### src/design/nat_pkg.sv
`default_nettype none

package nat_pkg;

    localparam int NAT_MAX_NODES = 16;

    localparam logic [7:0]  CAP_SHORT_WANTED = 8'h80;
    localparam logic [15:0] ADDR_NONE        = 16'hFFFF;

    // configuration register indexes
    localparam logic REG_SHORT_BASE = 1'b0;
    localparam logic REG_ACCEPT     = 1'b1;

    localparam logic [15:0] SHORT_BASE_RESET = 16'd1;

    localparam int IN_DATA_W  = 112;
    localparam int OUT_DATA_W = 56;
    localparam int COUNT_W    = 5;

    typedef enum logic [1:0] {
        REQ_JOIN = 2'd0,
        REQ_DATA = 2'd1,
        REQ_READ = 2'd2
    } t_req;

    typedef enum logic [1:0] {
        ST_SUCCESS = 2'd0,
        ST_DENIED  = 2'd1,
        ST_IGNORED = 2'd2
    } t_status;

    typedef enum logic [1:0] {
        S_IDLE,
        S_RUN,
        S_DONE
    } t_state;

    // request word travelling down the cell row, with the result gathered so far
    typedef struct packed {
        logic        vld;
        t_req        rtype;
        logic [31:0] lo;
        logic [31:0] hi;
        logic        cap_ok;
        logic        join_ok;
        logic [15:0] src;
        logic        seq_ok;
        logic [7:0]  pwr_in;
        logic [7:0]  lqi_in;
        logic [3:0]  idx;
        logic        found;
        logic        hit;
        logic [15:0] addr;
        logic [15:0] cnt;
        logic [7:0]  pwr;
        logic [7:0]  lqi;
    } t_tok;

    // new-entry write broadcast to the cells
    typedef struct packed {
        logic        we;
        logic [31:0] lo;
        logic [31:0] hi;
        logic [15:0] short_addr;
    } t_alloc;

    typedef struct packed {
        logic [7:0]         lqi;
        logic [7:0]         pwr;
        logic [15:0]        cnt;
        logic [COUNT_W-1:0] count;
        logic               hit;
        logic [15:0]        addr;
        t_status            status;
    } t_res;

endpackage

`default_nettype wire

### src/design/nat_cell.sv
`default_nettype none

module nat_cell import nat_pkg::*; #(
    parameter int MAX_NODES = NAT_MAX_NODES,
    parameter int ENTRY_IDX = 0
) (
    input  wire  logic                               i_clk,
    input  wire  logic                               i_rst_n,
    input  wire  logic [$clog2(MAX_NODES + 1)-1:0]   i_used,
    input  wire  t_tok                               i_tok,
    output t_tok                                     o_tok,
    input  wire  t_alloc                             i_alloc,
    input  wire  logic [((MAX_NODES > 1) ? $clog2(MAX_NODES) : 1)-1:0] i_alloc_idx
);

    localparam int CNT_W = $clog2(MAX_NODES + 1);
    localparam int IDX_W = (MAX_NODES > 1) ? $clog2(MAX_NODES) : 1;

    logic [31:0] r_lo;
    logic [31:0] r_hi;
    logic [15:0] r_short;
    logic [15:0] r_cnt;
    logic [7:0]  r_pwr;
    logic [7:0]  r_lqi;
    t_tok        r_tok;
    t_tok        n_tok;

    logic        in_use;
    logic        join_hit;
    logic        data_hit;
    logic        read_hit;
    logic        alloc_me;
    logic [15:0] cnt_inc;

    assign in_use   = CNT_W'(ENTRY_IDX) < i_used;
    assign cnt_inc  = r_cnt + 16'd1;
    assign alloc_me = i_alloc.we && (i_alloc_idx == IDX_W'(ENTRY_IDX));

    // first match wins for joins, last match wins for data frames
    assign join_hit = i_tok.vld && (i_tok.rtype == REQ_JOIN) && i_tok.join_ok &&
                      !i_tok.found && in_use && (r_lo == i_tok.lo) && (r_hi == i_tok.hi);
    assign data_hit = i_tok.vld && (i_tok.rtype == REQ_DATA) && i_tok.seq_ok &&
                      in_use && (r_short == i_tok.src);
    assign read_hit = i_tok.vld && (i_tok.rtype == REQ_READ) && in_use &&
                      (ENTRY_IDX < 16) && (i_tok.idx == 4'(ENTRY_IDX));

    always_comb begin
        n_tok = i_tok;
        if (join_hit) begin
            n_tok.found = 1'b1;
            n_tok.addr  = r_short;
        end else if (data_hit) begin
            n_tok.hit  = 1'b1;
            n_tok.addr = r_short;
            n_tok.cnt  = cnt_inc;
            n_tok.pwr  = i_tok.pwr_in;
            n_tok.lqi  = i_tok.lqi_in;
        end else if (read_hit) begin
            n_tok.hit  = 1'b1;
            n_tok.addr = r_short;
            n_tok.cnt  = r_cnt;
            n_tok.pwr  = r_pwr;
            n_tok.lqi  = r_lqi;
        end
    end

    always_ff @(posedge i_clk) begin
        if (!i_rst_n) begin
            r_tok.vld <= 1'b0;
        end else begin
            r_tok <= n_tok;
        end
    end

    always_ff @(posedge i_clk) begin
        if (alloc_me) begin
            r_lo    <= i_alloc.lo;
            r_hi    <= i_alloc.hi;
            r_short <= i_alloc.short_addr;
            r_cnt   <= 16'd0;
            r_pwr   <= 8'd0;
            r_lqi   <= 8'd0;
        end else if (join_hit) begin
            r_cnt <= 16'd0;
            r_pwr <= 8'd0;
            r_lqi <= 8'd0;
        end else if (data_hit) begin
            r_cnt <= cnt_inc;
            r_pwr <= i_tok.pwr_in;
            r_lqi <= i_tok.lqi_in;
        end
    end

    assign o_tok = r_tok;

endmodule

`default_nettype wire

### config.mk
export PLATFORM = sky130hd
export DESIGN_NAME = nat_cell
export DESIGN_NICKNAME = d
export VERILOG_FILES = /design/src/design/nat_pkg.sv /design/src/design/nat_cell.sv
export SDC_FILE = /design/constraint.sdc
export NUM_CORES = 1
export LEC_CHECK = 0
export ABC_CLOCK_PERIOD_IN_PS = 11600
export BUFFER_PORTS_ARGS = -buffer_cell sky130_fd_sc_hd__buf_2
export CORE_MARGIN = 5
export CORE_UTILIZATION = 47
export DETAILED_ROUTE_END_ITERATION = 16
export PLACE_DENSITY = 0.88
export SLEW_MARGIN = 30
export SYNTH_ARGS = -nofsm -noshare
export SYNTH_HDL_FRONTEND = slang
export SYNTH_SLANG_ARGS = --single-unit
### constraint.sdc
create_clock -name i_clk -period 11.6 [get_ports i_clk]
set_clock_uncertainty 0.1 [all_clocks]
set_input_delay 1.16 -clock i_clk [delete_from_list [all_inputs] [get_ports i_clk]]
set_output_delay 1.16 -clock i_clk [all_outputs]
set_load 0.05 [all_outputs]
**Yosys cells after proc, flatten, opt, wreduce, memory -nomap -nowiden**

Index checks and enable logic that the tools add are counted.

- Register bits: 268
- Logic and storage cells: 54

- Add/sub/neg operators: 1
- Magnitude comparators: 1
- Equal/unequal tests: 5
- Muxes and demuxes: 5
- Reduce and logical (&&, ||, !) cells: 19

Operators by type and width:

| kind | number |
|---|---|
| $mux W49 | 2 |
| $eq A32 B32 Y1 | 2 |
| $mux W32 | 1 |
| $add A16 B1 Y16 const B | 1 |
| $eq A16 B16 Y1 | 1 |
| $mux W16 | 1 |
| $logic_and A1 B1 Y1 | 14 |
| $logic_not A4 Y1 | 2 |
| $lt A1 B5 Y1 const A | 1 |
| $eq A2 B1 Y1 const B | 1 |
| $eq A2 B2 Y1 const B | 1 |
| $logic_not A2 Y1 | 1 |
| $reduce_or A2 Y1 | 1 |
| $logic_not A1 Y1 | 1 |
| $mux W1 | 1 |

**Depth between registers and ports, before layout**

Gate-level depths: netlist (run 1).

- Depth in word-level cells: 8
- Gate-level depth with buffers: 9
- Depth with buffers taken out: 8

**Least setup slack after synthesis (run 1)**

OpenSTA, ideal clock, no wires.

- Path type: input-to-reg
- Start point: in i_alloc_idx[0] (netlist name)
- End point: reg r_hi[0] (enable)
- Setup time: 0.519 ns
- Arrival: 5.217 ns
- Slack: 5.763 ns
- Stages on the path: 2
- Buffers on the path: 0
- Cells stage by stage: or4b_2 -> nor2_1

- Word-level cells in the longest chain between the ends: 2

Ends and longest elaborated chain:

| item | RTL line | RTL |
|---|---|---|
| start, declared | nat_cell.sv:13 | `input wire logic [((MAX_NODES > 1) ? $clog2(MAX_NODES) : 1)-1:0] i_alloc_idx` |
| $logic_not A4 Y1 | nat_cell.sv:37 | `assign alloc_me = i_alloc.we && (i_alloc_idx == IDX_W'(ENTRY_IDX));` |
| $logic_and A1 B1 Y1 | nat_cell.sv:37 |  |
| named net alloc_me | nat_cell.sv:32 | `logic alloc_me;` |
| end signal, assigned | nat_cell.sv:78 | `r_hi <= i_alloc.hi;` |
| end, declared | nat_cell.sv:20 | `logic [31:0] r_hi;` |

The timed path passes the listed nets, and every way through them passes these cells.
A chain may end at the register's enable or synchronous reset.

==> flow_summary.rst, run 1 <==
.. list-table::
   :header-rows: 1

   * - Metric
     - Value
   * - Clk pin slew, worst setup/hold paths
     - 0.06 ns
   * - Layout overhead on the synthesized area
     - 31.0%
   * - Placed wire-length estimate
     - 21,000 um
   * - Number of cell instances on the worst register-to-register path
     - 7
   * - Maximum number of pins on one net before global-route repair
     - 98
   * - Commonest cells after routing, fill and taps aside
     - sky130_fd_sc_hd__buf_2 (402), sky130_fd_sc_hd__edfxtp_1 (235), sky130_fd_sc_hd__nor2_1 (55)
   * - TritonCTS Buffers
     - 28
   * - Simple-gate area share of the yosys netlist
     - 0.0806
   * - Most common library cell in the layout ignoring fill and taps
     - sky130_fd_sc_hd__buf_2
   * - Unrepaired setup endpoints after global routing
     - false
   * - Grt total ovfl
     - 0
   * - Combinational family with the most area after synthesis
     - simple AND/OR/NAND/NOR gates
   * - Total detailed-routing wirelength
     - 28,300 um
   * - Number of register bits inferred by synthesis
     - 268
   * - FF-to-FF End
     - o_tok[35]
   * - Effective utilization at floorplan
     - 0.477
   * - Hold Crit Class
     - reg -> reg
   * - Maximum operating frequency
     - 282 MHz
   * - Slowest stage cell on the critical path
     - sky130_fd_sc_hd__a2111oi_0
   * - Post-synthesis async set-or-reset flop share
     - 0
   * - Synthesized area per cell
     - 15.6 um^2
   * - Number of enable-type register cells in the synthesized netlist
     - 235
   * - Synthesized-area fraction occupied by adder cells
     - 0.00120
   * - Total power per unit cell area
     - 168 mW/mm^2
   * - Cells traversed along the worst timing path
     - buf_2 > nor2b_1 > a2111oi_0 > nand4_1 > nor4_1 > nand4_2 > nand3_4 > mux2_2
   * - Root buf cell
     - sky130_fd_sc_hd__clkbuf_16
   * - Number of distinct library cell variants in the gate-level netlist after synthesis
     - 55
   * - Share of cells above drive strength 1
     - 0.431
   * - Post-cts hold buffer count
     - 0
   * - Destination of the worst hold path
     - r_lqi[4]
   * - Count of buffers added by post-CTS timing repair for setup
     - 0
   * - Worst stage delay on the critical path
     - 0.60 ns
   * - Number of placed I/O pins
     - 404
   * - Data arrival time at the worst-slack endpoint
     - 3.73 ns
   * - Worst Max-Slew Pin Slew
     - 0.927 ns
   * - Share of cell area taken by muxes after synthesis
     - 0.0534
   * - Post-cts resize count
     - 0
   * - Fraction of the mapped netlist area in compound gates
     - 0.0497
   * - Area of the core region
     - 0.0219 mm^2
   * - Number of synthesis warnings
     - 0
   * - Count of max-cap constraint violations
     - 0
   * - Post-synthesis share of cell area spent on xor and xnor gates
     - 0.0562
   * - Final instance count without filler cells
     - 1,389
   * - Weighted congestion reported at the end of routability-driven placement
     - 0.884
   * - Number of nets in the layout
     - 1,335
   * - First-pass iteration count of the detailed router
     - 5
   * - Max VDD drop
     - 160 uV
   * - Clock insertion delay at the later pin of the skew report
     - 0.53 ns
   * - Mapped cell area
     - 0.0104 mm^2
   * - Status
     - finished, final reports clean
   * - Setup crit start kind
     - input port
   * - Post-synthesis instance total
     - 668
   * - Routed via count
     - 7,141
   * - Worst slack at placement
     - 7.30 ns
   * - Setup Crit Path Kind
     - in -> reg
   * - Initial antenna violation count
     - 2
   * - Maximum number of buffers from clock root to sink
     - 3
   * - Syn_nets
     - 917
   * - Worst Path Buf+Inv
     - 1
   * - Number of DRC violations after detailed routing
     - 0
   * - Number of levels in the clock H-tree
     - 1
   * - Vias per cell
     - 5.14
   * - Number of antenna-violating nets in the routed design
     - 0
   * - Die footprint
     - 0.0253 mm^2
   * - Vias in the first global route
     - 7,512
   * - Kind of cell with the highest combined delay on the critical path
     - simple AND/OR/NAND/NOR gates
   * - Depth of the worst hold-timing path
     - 2
   * - Static power due to leakage
     - 0.00582 uW
   * - WL/cell
     - 20.4 um
   * - Primary flip-flop cell chosen by synthesis mapping
     - sky130_fd_sc_hd__edfxtp_1
   * - CP max FO
     - 16
   * - Setup slack of the most critical reg-to-reg path
     - 8.41 ns
   * - Critical path capture point type
     - flip-flop
   * - Floorplan row count
     - 54
   * - Sequential share of the synthesized area
     - 0.739
   * - Placed cell count
     - 1,335
   * - Die boundary height
     - 159 um
   * - Share of the clock period used by the worst path after layout
     - 0.306
   * - Hold_sp
     - r_lqi[4]
   * - Die width
     - 159 um
   * - Final setup fails
     - 0
   * - Final critical path time including I/O delays and setup
     - 3.55 ns
   * - DR iter-0 viols
     - 387
   * - Clock sink total
     - 268
   * - Clock tree from TritonCTS
     - built
   * - Startpoint of the worst-slack reg-to-reg timing path
     - r_short[3]
   * - First-pass GRT wire length
     - 43,000 um
   * - Port Buf Inserts
     - 403
   * - Gr usage total
     - 0.213
   * - Slew Limit Headroom
     - 0.381
   * - Required time of the critical path
     - 11.77 ns
   * - Hold violation total from the final report
     - 0
   * - Setup TNS
     - 0 ns
   * - Number of pins exceeding their max-slew limit in the final report
     - 0
   * - Smallest setup slack after layout
     - 8.05 ns
[how the worst max path moves through the flow]
stage	from	cells past startpoint	endpoint	slack, ns
after floorplan	i_alloc_idx[0]	2	r_hi[0]	5.76
after global placement	i_used[3]	7	o_tok[48]	7.39
after detailed placement	i_used[3]	7	o_tok[48]	7.30
after CTS	i_used[3]	8	o_tok[28]	7.83
after global routing	i_tok[122]	8	o_tok[35]	7.84
final	i_tok[122]	8	o_tok[35]	8.05
[power by group]
part           total [uW]  switching, uW  internal [uW]  leakage (uW)
registers            1120           15.1           1110       0.00251
clock network         876            351            525      0.000441
logic                 306            227           78.7       0.00287
[synthesized netlist by cell type, types with 4 or more instances]
| master | n | area (um^2) |
|---|---|---|
| sky130_fd_sc_hd__xor2_1 | 38 | 333 |
| sky130_fd_sc_hd__mux2_4 | 10 | 150 |
| sky130_fd_sc_hd__mux2_2 | 6 | 67.6 |
| sky130_fd_sc_hd__a21oi_1 | 31 | 155 |
| sky130_fd_sc_hd__xnor2_1 | 29 | 254 |
| sky130_fd_sc_hd__buf_2 | 10 | 50.1 |
| sky130_fd_sc_hd__nand3_1 | 10 | 50.1 |
| sky130_fd_sc_hd__nor2b_1 | 16 | 100 |
| sky130_fd_sc_hd__or3_1 | 7 | 43.8 |
| sky130_fd_sc_hd__a2111oi_0 | 4 | 35.0 |
| sky130_fd_sc_hd__nand2b_1 | 12 | 75.1 |
| sky130_fd_sc_hd__nand4_1 | 10 | 62.6 |
| sky130_fd_sc_hd__o21ai_1 | 4 | 20.0 |
| sky130_fd_sc_hd__nor4_1 | 10 | 62.6 |
| sky130_fd_sc_hd__o21ai_0 | 20 | 100 |
| sky130_fd_sc_hd__o22ai_1 | 5 | 31.3 |
| sky130_fd_sc_hd__dfxtp_1 | 33 | 661 |
| sky130_fd_sc_hd__inv_1 | 22 | 82.6 |
| sky130_fd_sc_hd__mux2i_1 | 34 | 340 |
| sky130_fd_sc_hd__nor2_1 | 56 | 210 |
| sky130_fd_sc_hd__nand2_1 | 11 | 41.3 |
| sky130_fd_sc_hd__o21a_1 | 8 | 60.1 |
| sky130_fd_sc_hd__edfxtp_1 | 235 | 7060 |
[final cells by class]
| type | instances | area [um^2] |
|---|---|---|
| inverters | 22 | 82.6 |
| diodes | 1 | 2.50 |
| clock buffers | 46 | 860 |
| flip-flops and latches | 268 | 7720 |
| repair buffers | 408 | 2080 |
| multi-input cells | 358 | 2530 |
| fillers | 1647 | 8210 |
| clock inverters | 6 | 57.6 |
| well taps | 280 | 350 |
[logic make-up after synthesis]
logic type,count (synthesis)
muxes,50
buffers and inverters,42
xor gates and xnor gates,67
adders and majority gates,1
AOI/OAI and AO/OA,85
and+or+nand+nor,155
DFF,268
[sequential cells by signal, summed over array words and instances, names as in the netlist]
signal / cells
r_pwr: 8
r_cnt: 16
r_short: 16
r_lo: 32
o_tok: 156
r_hi: 32
r_lqi: 8
[metal layers]
layer  track usage  up-vias  share of wire
li1              -     3341              -
met1         0.248     3451           0.36
met2         0.393      301           0.54
met3        0.0541       46          0.076
met4        0.0492        2          0.022
met5             0        -        0.00046
[worst register-to-register path, cell delays in order (launching register included)]
cell and delay (ns):
sky130_fd_sc_hd__edfxtp_1 0.42, sky130_fd_sc_hd__xor2_1 0.17, sky130_fd_sc_hd__nor4_1 0.38, sky130_fd_sc_hd__nand4_1 0.18, sky130_fd_sc_hd__or4_4 0.67, sky130_fd_sc_hd__buf_16 0.31, sky130_fd_sc_hd__nand3_4 0.32, sky130_fd_sc_hd__mux2_2 0.39
[through the flow]
| step | hold WS [ns] | utilization | total power [uW] | instance area [um^2] |
|---|---|---|---|---|
| after global routing | 0.423 | 0.625 | 2380 | 13700 |
| after global placement | 0.375 | 0.582 | 1440 | 12700 |
| after floorplan | 0.363 | - | 1330 | 10400 |
| final | 0.393 | 0.625 | 2300 | 13700 |
| after detailed placement | 0.387 | 0.582 | 1450 | 12700 |
| after CTS | 0.400 | 0.624 | 2320 | 13700 |
No activity file was read; power rests on OpenSTA's default activity.
==> inputs of run 2 (changes only) <==
--- a/config.mk
+++ b/config.mk
@@ -5,12 +5,12 @@
 export SDC_FILE = /design/constraint.sdc
 export NUM_CORES = 1
 export LEC_CHECK = 0
-export ABC_CLOCK_PERIOD_IN_PS = 11600
+export ABC_CLOCK_PERIOD_IN_PS = 3100
 export BUFFER_PORTS_ARGS = -buffer_cell sky130_fd_sc_hd__buf_2
 export CORE_MARGIN = 5
-export CORE_UTILIZATION = 47
+export CORE_UTILIZATION = 44
 export DETAILED_ROUTE_END_ITERATION = 16
-export PLACE_DENSITY = 0.88
+export PLACE_DENSITY = 0.87
 export SLEW_MARGIN = 30
 export SYNTH_ARGS = -nofsm -noshare
 export SYNTH_HDL_FRONTEND = slang
==> constraint.sdc (replaced) <==
create_clock -name i_clk -period 3.1 [get_ports i_clk]
set_clock_uncertainty 0.1 [all_clocks]
set_input_delay 0.31 -clock i_clk [delete_from_list [all_inputs] [get_ports i_clk]]
set_output_delay 0.31 -clock i_clk [all_outputs]
set_load 0.05 [all_outputs]
==> flow_summary.rst, run 2 (synthesis results as in run 1) <==
.. list-table::
   :header-rows: 1

   * - Metric
     - Value
   * - Status
     - finished, final reports clean
   * - Number of pins exceeding their max-slew limit in the final report
     - 0 (unchanged)
   * - Number of cell instances on the worst register-to-register path
     - 9 (+2)
   * - Maximum operating frequency
     - 334 MHz
   * - First-pass iteration count of the detailed router
     - 5 (unchanged)
   * - Clk pin slew, worst setup/hold paths
     - 0.06 ns (about the same)
   * - Hold_sp
     - i_tok[19]
   * - Initial antenna violation count
     - 1 (-1)
   * - Cells traversed along the worst timing path
     - dlygate4sd3_1 > buf_2 > nor2b_1 > a2111oi_0 > nand4_1 > nor4_1 > buf_4 > nand4_2 > nand3_4 > buf_12 > mux2_2
   * - Number of antenna-violating nets in the routed design
     - 0 (unchanged)
   * - Post-layout total power
     - 8800 uW (+280%)
   * - Worst stage delay on the critical path
     - 0.56 ns (-0.04 ns)
   * - Commonest cells after routing, fill and taps aside
     - sky130_fd_sc_hd__buf_2 (402), sky130_fd_sc_hd__edfxtp_1 (235), sky130_fd_sc_hd__dlygate4sd3_1 (215)
   * - DR iter-0 viols
     - 590 (+52%)
   * - Startpoint of the worst-slack reg-to-reg timing path
     - r_lo[14]
   * - Unrepaired setup endpoints after global routing
     - false
   * - Effective utilization at floorplan
     - 0.446 (-0.0308)
   * - Clock insertion delay at the later pin of the skew report
     - 0.55 ns (+0.02 ns)
   * - Hold violation total from the final report
     - 0 (unchanged)
   * - Critical path capture point type
     - flip-flop
   * - Start point of the critical path
     - i_tok[135]
   * - Number of nets in the layout
     - 1,556 (+17%)
   * - Total area of multi-input combinational cells
     - 0.00254 mm^2 (+0.49%)
   * - Hold Crit Class
     - in -> reg
   * - Weighted congestion reported at the end of routability-driven placement
     - 0.908 (+2.7%)
   * - Setup TNS
     - 0 ns (unchanged)
   * - Setup Crit Path Kind
     - in -> reg
   * - Slowest stage cell on the critical path
     - sky130_fd_sc_hd__dlygate4sd3_1
   * - Net load switching power
     - 2380 uW (+300%)
   * - Number of levels in the clock H-tree
     - 1 (unchanged)
   * - Data arrival time at the worst-slack endpoint
     - 3.18 ns (-0.55 ns)
   * - Depth of the worst hold-timing path
     - 3 (+1)
   * - Clock sink total
     - 268 (unchanged)
   * - Maximum number of pins on one net before global-route repair
     - 81 (-17%)
   * - Register cell area after layout
     - 0.00772 mm^2 (unchanged)
   * - Static power due to leakage
     - 0.00675 uW (+16%)
   * - Max VDD drop
     - 535 uV (+230%)
   * - Die boundary height
     - 164 um (+3.1%)
   * - Floorplan row count
     - 56 (+3.7%)
   * - Number of flip-flops in the largest register
     - 156 (unchanged)
   * - TritonCTS Buffers
     - 27 (-3.6%)
   * - CP max FO
     - 16 (unchanged)
   * - Root buf cell
     - sky130_fd_sc_hd__clkbuf_16
   * - Share of the clock period used by the worst path after layout
     - 0.965
   * - Total power per unit cell area
     - 552 mW/mm^2 (+230%)
   * - Hold slack final
     - 0.0445 ns (-0.348 ns)
   * - Routed via count
     - 8,417 (+18%)
   * - Levels on crit path
     - 11 (+3)
   * - Post-route cell area
     - 0.0160 mm^2 (+17%)
   * - Clock tree from TritonCTS
     - built
   * - Combinational cell fraction of total power
     - 0.160 (+0.027)
   * - Placed wire-length estimate
     - 21,500 um (+2.7%)
   * - Seq pwr share
     - 0.478 (-0.009)
   * - Cell area reported after detailed placement
     - 0.0129 mm^2 (+1.3%)
   * - Maximum number of buffers from clock root to sink
     - 3 (unchanged)
   * - Most common library cell in the layout ignoring fill and taps
     - sky130_fd_sc_hd__buf_2
   * - Final critical path time including I/O delays and setup
     - 2.99 ns
   * - Area of the core region
     - 0.0234 mm^2 (+6.9%)
   * - Total detailed-routing wirelength
     - 35,000 um (+24%)
   * - Required time of the critical path
     - 3.28 ns (-8.49 ns)
   * - Switching Share
     - 0.270 (+0.0124)
   * - Grt total ovfl
     - 0 (unchanged)
   * - Vias in the first global route
     - 9,122 (+21%)
   * - Number of DRC violations after detailed routing
     - 0 (unchanged)
   * - Final setup fails
     - 0 (unchanged)
   * - Kind of cell with the highest combined delay on the critical path
     - buffers and inverters
   * - Setup crit start kind
     - input port
   * - Layout overhead on the synthesized area
     - 52.7%
   * - Slew Limit Headroom
     - 0.653 (+0.272)
   * - Design internal power
     - 6420 uW (+280%)
   * - Vias per cell
     - 5.10 (-0.72%)
   * - Number of placed I/O pins
     - 404 (unchanged)
   * - Worst slack at placement
     - 0.0851 ns (-7.21 ns)
   * - First-pass GRT wire length
     - 51,900 um (+21%)
   * - WL/cell
     - 21.2 um (+4.1%)
   * - Share of cells above drive strength 1
     - 0.366 (-0.0645)
   * - Fill cell total of the finished layout
     - 1,553 (-5.7%)
   * - Worst Path Buf+Inv
     - 4 (+3)
   * - Count of max-cap constraint violations
     - 0 (unchanged)
   * - Die width
     - 164 um (+3.1%)
   * - Port Buf Inserts
     - 403 (unchanged)
   * - Worst Max-Slew Pin Slew
     - 0.516 ns (-0.411 ns)
   * - Die footprint
     - 0.0269 mm^2 (+6.4%)
   * - Smallest setup slack after layout
     - 0.108 ns (-7.94 ns)
   * - Gr usage total
     - 0.252 (+0.0397)
   * - Clk pwr share
     - 0.363 (-0.017)
run 2: cell count changes in the layout (fill, tap and decap cells not counted), moves of 3 or more:
cell                            previous run  this run
sky130_fd_sc_hd__buf_12                    0         6
sky130_fd_sc_hd__buf_4                     3         6
sky130_fd_sc_hd__clkbuf_1                 10         4
sky130_fd_sc_hd__clkinv_1                  2         6
sky130_fd_sc_hd__clkinv_2                  1         4
sky130_fd_sc_hd__dlygate4sd3_1             0       215
run 2: area by class of cell:
class                      count  share of cell area
clock inverter                14             0.00674
tap                          319              0.0250
sequential                   268               0.484
timing repair buffer         630               0.272
clock buffer                  36              0.0476
inverter                      22             0.00518
multi-input combinational    358               0.159
antenna                        2            0.000314
run 2: power by group through the flow:
stage | combinational (uW) | sequential [uW] | clock, uW
2_1_floorplan | 117 | 4850 | 0
3_3_place_gp | 1130 | 4260 | 0
3_5_place_dp | 1160 | 4270 | 0
4_1_cts | 1380 | 4190 | 3210
5_1_grt | 1460 | 4220 | 3400
6_report | 1410 | 4200 | 3190
run 2: timing repair:
item	4_1_cts	5_1_grt
setup endpoints to repair	0	16
hold endpoints to repair	230	0
hold buffers	215	0
buffers inserted	0	1
gates resized for setup	0	2
run 2: final timing paths:
kind | slack, ns | to
min reg2reg | 0.40 | r_lqi[3]
min | 0.04 | o_tok[19]
max reg2reg | 0.14 | o_tok[33]
max | 0.11 | o_tok[33]
run 2: tightest hold or removal path: cells and delay by family:
kind / cells / cell delay [ns]
compound gates: 1 / 0.08
simple gates: 1 / 0.09
buf+inv: 1 / 0.09
run 2: through the flow:
step / utilization / cells
floorplan: - / 668
global placement: 0.551 / 1381
detailed placement: 0.551 / 1381
CTS: 0.680 / 1646
global route: 0.682 / 1648
finish: 0.682 / 1649
run 2: per-layer routing:
layer	up-vias	track usage	wire, um
met5	-	0	0
met4	0	0.122	1830
met3	131	0.0467	2790
met2	513	0.466	18700
met1	3982	0.278	11700
li1	3791	-	-
